<file path="src/hw/rtl/wpfg_pkg.sv">
package wpfg_pkg;

    typedef struct packed {
        logic signed [31:0] hyp_x;
        logic signed [31:0] hyp_y;
        logic signed [15:0] hyp_yaw;
        logic        [23:0] hyp_rms;
        logic               last_in_frame;
    } t_hyp;

    typedef struct packed {
        logic signed [31:0] pose_x;
        logic signed [31:0] pose_y;
        logic signed [15:0] pose_yaw;
        logic        [1:0]  pose_origin;
    } t_pose;

    typedef enum logic [4:0] {
        S_IDLE, S_CHECK, S_WWAIT, S_SC_START, S_SC_WAIT,
        S_M0, S_M1, S_M2, S_M3, S_M4,
        S_FEND, S_DX_WAIT, S_DY_START, S_DY_WAIT,
        S_AT_PREP, S_AT_NORM, S_AT_WAIT,
        S_G0, S_G1, S_G2, S_G3, S_G4, S_OUT
    } t_state;

    typedef enum logic {
        CM_ROT,
        CM_VEC
    } t_cmode;

    typedef struct packed {
        logic   start;
        t_cmode mode;
    } t_cordic_req;

    localparam int DVD_W = 62;
    localparam int DVS_W = 30;
    localparam int QUO_W = 33;
    localparam int CRD_W = 48;

    localparam logic [1:0] REG_RMS_LIMIT = 2'd0;
    localparam logic [1:0] REG_WEIGHT_EPS = 2'd1;
    localparam logic [1:0] REG_GATE_DIST = 2'd2;

    localparam logic [1:0] SRC_FIRST = 2'd0;
    localparam logic [1:0] SRC_ACCEPT = 2'd1;
    localparam logic [1:0] SRC_REJECT = 2'd2;

    localparam logic [23:0] WEIGHT_MAX = 24'hFF_FFFF;
    localparam logic [24:0] SAT_DEN = 25'd65536;
    localparam logic [5:0] W_STEPS = 6'd24;
    localparam logic [5:0] M_STEPS = 6'd33;
    localparam logic signed [CRD_W-1:0] GAIN_Q30 = 48'sd652032874;
    localparam logic signed [CRD_W-1:0] NORM_LIM = 48'sh1000_0000_0000;

    function automatic logic [31:0] atan_ent(input logic [4:0] idx);
        logic [31:0] v;
        case (idx)
            5'd0: v = 32'h2000_0000;
            5'd1: v = 32'h12E4_051E;
            5'd2: v = 32'h09FB_385B;
            5'd3: v = 32'h0511_11D4;
            5'd4: v = 32'h028B_0D43;
            5'd5: v = 32'h0145_D7E1;
            5'd6: v = 32'h00A2_F61E;
            5'd7: v = 32'h0051_7C55;
            5'd8: v = 32'h0028_BE53;
            5'd9: v = 32'h0014_5F2F;
            5'd10: v = 32'h000A_2F98;
            5'd11: v = 32'h0005_17CC;
            5'd12: v = 32'h0002_8BE6;
            5'd13: v = 32'h0001_45F3;
            5'd14: v = 32'h0000_A2FA;
            5'd15: v = 32'h0000_517D;
            5'd16: v = 32'h0000_28BE;
            5'd17: v = 32'h0000_145F;
            5'd18: v = 32'h0000_0A30;
            5'd19: v = 32'h0000_0518;
            5'd20: v = 32'h0000_028C;
            5'd21: v = 32'h0000_0146;
            5'd22: v = 32'h0000_00A3;
            5'd23: v = 32'h0000_0051;
            default: v = 32'h0000_0000;
        endcase
        return v;
    endfunction

endpackage

</file>
<file path="src/hw/rtl/wpfg_div.sv">
module wpfg_div
    import wpfg_pkg::*;
(
    input  logic             i_clk,
    input  logic             i_rst_n,
    input  logic             i_start,
    input  logic [DVD_W-1:0] i_dividend,
    input  logic [DVS_W-1:0] i_divisor,
    input  logic [5:0]       i_steps,
    output logic             o_done,
    output logic [QUO_W-1:0] o_quot
);

    logic [DVS_W:0]   r_rem;
    logic [DVD_W-1:0] r_dvd;
    logic [DVS_W-1:0] r_dvs;
    logic [QUO_W-1:0] r_q;
    logic [5:0]       r_cnt;
    logic             r_busy;
    logic             r_done;
    logic [DVS_W+1:0] trial;
    logic             ge;

    always_comb begin
        trial = {r_rem, r_dvd[DVD_W-1]};
        ge = (trial >= {2'b00, r_dvs});
    end

    always_ff @(posedge i_clk) begin
        if (!i_rst_n) begin
            r_busy <= 1'b0;
            r_done <= 1'b0;
            r_cnt <= '0;
        end else begin
            r_done <= 1'b0;
            if (i_start) begin
                r_busy <= 1'b1;
                r_cnt <= i_steps;
            end else if (r_busy) begin
                r_cnt <= r_cnt - 6'd1;
                if (r_cnt == 6'd1) begin
                    r_busy <= 1'b0;
                    r_done <= 1'b1;
                end
            end
        end
    end

    always_ff @(posedge i_clk) begin
        if (i_start) begin
            r_rem <= (DVS_W+1)'(i_dividend >> i_steps);
            r_dvd <= i_dividend << (7'd62 - {1'b0, i_steps});
            r_dvs <= i_divisor;
            r_q <= '0;
        end else if (r_busy) begin
            r_rem <= ge ? (DVS_W+1)'(trial - {2'b00, r_dvs}) : trial[DVS_W:0];
            r_dvd <= {r_dvd[DVD_W-2:0], 1'b0};
            r_q <= {r_q[QUO_W-2:0], ge};
        end
    end

    assign o_done = r_done;
    assign o_quot = r_q;

endmodule

</file>
<file path="config.mk">
export PLATFORM = sky130hd
export DESIGN_NAME = wpfg_div
export DESIGN_NICKNAME = d
export VERILOG_FILES = /design/src/hw/rtl/wpfg_pkg.sv /design/src/hw/rtl/wpfg_div.sv
export SDC_FILE = /design/constraint.sdc
export NUM_CORES = 1
export LEC_CHECK = 0
export BUFFER_PORTS_ARGS = -buffer_cell sky130_fd_sc_hd__buf_2
export CORE_MARGIN = 3
export CORE_UTILIZATION = 55
export DETAILED_ROUTE_END_ITERATION = 10
export HOLD_SLACK_MARGIN = 0.03
export PLACE_DENSITY = 0.75
export SETUP_SLACK_MARGIN = 0.4
export SLEW_MARGIN = 30
export SYNTH_ARGS = -nofsm -noshare
export SYNTH_HDL_FRONTEND = slang
export SYNTH_SLANG_ARGS = --single-unit
</file>
<file path="constraint.sdc">
create_clock -name i_clk -period 6.7 [get_ports i_clk]
set_clock_uncertainty 0.05 [all_clocks]
set_input_delay 1.34 -clock i_clk [delete_from_list [all_inputs] [get_ports i_clk]]
set_output_delay 1.34 -clock i_clk [all_outputs]
set_load 0.1 [all_outputs]
</file>
==> summary.txt <==
Setup path
  – Worst Setup End Kind: register
  – Reg2reg setup slack: 2.02 ns
  – CP Buf/Inv Count: 2
  – CP Cell Sequence: buf_6 > buf_4 > mux4_2 > nand2_1 > o21ai_0 > o21ai_0 > nor2_1 > a21oi_1 > o221ai_1
  – Reg2reg start: r_dvs[0]
  – Delay-heaviest family, CP: compound AO/OA/AOI/OAI gates
  – Required time of the critical path: 6.80 ns
  – Worst-path fanout max: 90
  – Worst setup SP type: input port
  – Worst setup path startpoint: i_steps[0]
  – Most frequent CP cell: o21ai_0
  – R2R depth: 11
  – CP arrival: 4.97 ns
  – Critical setup path kind: in -> reg
  – Largest stage delay, worst path: 0.73 ns
  – RR Endpoint: r_rem[26]
  – CP max stage cell: buf_4

Hold path
  – Hold wc startpoint: o_quot[0]
  – Hold Path Class: reg -> reg
  – Hold Path End: o_quot[0]
  – Hold Path Cell Cnt: 2

Routing
  – DR vias/cell: between 6 and 7
  – DR DRC count: 0
  – Drt first pass iters: 8
  – Antenna Violating Nets Remaining: 0
  – Via count: 13800
  – Initial DRC Count: about 2100
  – Drt wl/cell: approximately 24 µm
  – Drt total wl: 48700 µm

Global route
  – Total gr overflow: 0
  – First-pass GRT wire length: 74300 µm
  – GRT Total Usage: 32.6%
  – Antenna violations before repair: 1
  – Largest net degree at the start of global routing: a little over 90
  – Number of global-route vias before repair: 12600

Placed design
  – Routability Congestion: 1.00
  – Placed cell area: 0.0160 mm²
  – HPWL Detailed: 35600 µm
  – Port bufs: about 130

Synthesis
  – Yosys top cell area share: 24.3%
  – Synth Instances: 1618
  – Async SR Flop Fraction: 0%
  – Post-synthesis cell type count: 70
  – Synth Area per Inst: 9.39 µm²
  – Top cells by area, synth: edfxtp_1, mux4_2, mux2i_1
  – Post-synth EDFFs: 123
  – Yosys reg bits: 164
  – Dominant synthesized flop cell: edfxtp_1
  – Warnings from Yosys: 0
  – Post-Syn Area: 0.0152 mm²
  – Net Count, Synth: 1753
  – Post-synthesis sequential area ratio: ~30%
  – Leading area contributor after synthesis: edfxtp_1

Die
  – IO Count: roughly 140
  – Core Region: 0.0270 mm²
  – Initial Utilization: 56.2%
  – Die H: 172 µm
  – Die Outline Area: about 0.030 mm²
  – Standard-cell rows: 60
  – Chip width: approximately 170 µm

CTS
  – Cts repair resizes: 0
  – Htree depth: 4
  – CTS Buf Count: 17
  – CTS root buffer: clkbuf_16
  – Clock Pin Slew Worst Setup and Hold Paths: 0.07 ns
  – Clk_lat worst skew: 0.44 ns
  – Setup Fix Bufs, Post-CTS: 0
  – Hold_buf cts: 0
  – Clock sink total: 164
  – CTS tree: yes
  – Longest Clk Path Bufs: 2

STA
  – Final hold vios: 0
  – Max-slew headroom: 38.4%
  – Fin crit share: roughly 73%
  – Slew @ Worst Pin: 0.915 ns
  – RSZ-0062 raised after global routing: no
  – Setup TNS Final: 0 ns
  – Fin crit period: 4.87 ns
  – Final Max Slew Viols: 0
  – # setup viols final: 0
  – F_max: 205 MHz

Final layout
  – Synth-to-Final Area Change: 9.08%
  – Nets: around 1800
  – Most frequent cells in the layout: nand2_1, nor2_1, mux2i_1, buf_2, edfxtp_1
  – Share of layout cells above drive strength 1: 21.1%
  – Diodes inserted: 0
  – Most common cell after layout, fill and taps aside: nand2_1
  – Fillers: approximately 2300
  – Design Area, Final: between 0.015 and 0.02 mm²

Power and ir drop
  – P_leak: 6.72 nW
  – Maximum vdd drop: 0.182 mV
  – Pwr Density: 270 mW/mm²

Flow run
  – Max-cap violations: 0

Status
  – Status: completed
## worst register-to-register path, delay by kind of cell, from the launching register on
family	cells	cell delay (ns)
buffers and inverters	1	0.32
adder cells (fa/ha/maj)	2	0.60
flip-flops	1	0.45
AND/OR/NAND/NOR	3	1.11
AO/OA/AOI/OAI	5	1.88
## how the worst max path moves through the flow
stage,end,slack (ns),cells past startpoint
4_1_cts,r_dvd[60],1.96,9
5_1_grt,r_dvd[60],1.54,9
2_1_floorplan,r_dvd[0],2.84,4
3_5_place_dp,r_dvd[60],1.49,9
3_3_place_gp,r_dvd[60],1.44,9
6_report,r_dvd[60],1.83,9
## flip-flops by register name (all words and copies together), names as in the netlist
signal  count
o_done      1
o_quot     33
r_busy      1
r_cnt       6
r_dvd      62
r_dvs      30
r_rem      31
## area by class of cell
class                           instances  area [µm²]  area share [%]
Tap cell                              341         427            2.57
Inverter                               50         188            1.13
Timing Repair Buffer                  156         865            5.22
Clock buffer                           17         425            2.57
Sequential cell                       164        4520            27.3
Multi-Input combinational cell       1268        9990            60.3
Clock inverter                         15         153           0.921
## per-stage QoR
stage               util, %  cells  power (mW)  worst slack, ns  hold WS, ns
floorplan                 -   1618        2.89             2.84        0.449
global placement       59.0   1978        3.42             1.44        0.423
finish                 61.3   2011        4.48             1.83        0.458
detailed placement     59.1   1978        3.44             1.49        0.457
global route           61.3   2011        4.72             1.54        0.494
CTS                    61.2   2010        4.42             1.96        0.466
## cells by family (layout without fill, tap and decap cells)
family,count (synthesis),in the layout,share of synthesized area [%]
simple gates,485,485,13.7
xor+xnor,32,32,1.84
compound gates,430,430,18.5
flops,164,164,29.7
buf+inv,186,238,5.01
mux,287,287,28.4
fa+ha+maj,34,34,2.85
## synth_stat cells, types with 5 or more instances
library cell / instances
nand2_1: 208
nand4_1: 8
mux2i_1: 143
o211ai_1: 18
mux2_2: 31
nand3_1: 23
a221o_1: 11
xor2_1: 10
edfxtp_1: 123
a21o_1: 17
and2_1: 11
inv_1: 47
o21a_1: 9
xnor2_1: 22
clkbuf_1: 76
a211o_1: 6
a211oi_1: 27
nor2b_1: 7
ha_1: 33
and3_1: 9
a21oi_1: 105
o221ai_1: 17
a31oi_1: 20
a22oi_1: 7
o22ai_1: 16
nand3b_1: 5
nor2_1: 162
o2bb2ai_1: 28
buf_1: 23
mux4_2: 111
buf_2: 32
or3_1: 5
dfxtp_1: 41
o21ai_0: 101
nor3_1: 23
nand2b_1: 9
a22o_1: 8
## power breakdown
group          switching, mW  internal, mW  total, mW
combinational           1.28         0.829       2.10
clock                  0.480         0.497      0.977
sequential             0.100          1.30       1.40
## layer usage
metal,part of all wire (%),global-route usage [%]
met1,43,49.3
met2,43,47.4
met3,12,8.23
met4,1.7,7.46
met5,0.027,0
No activity file was read; power rests on OpenSTA's default activity.
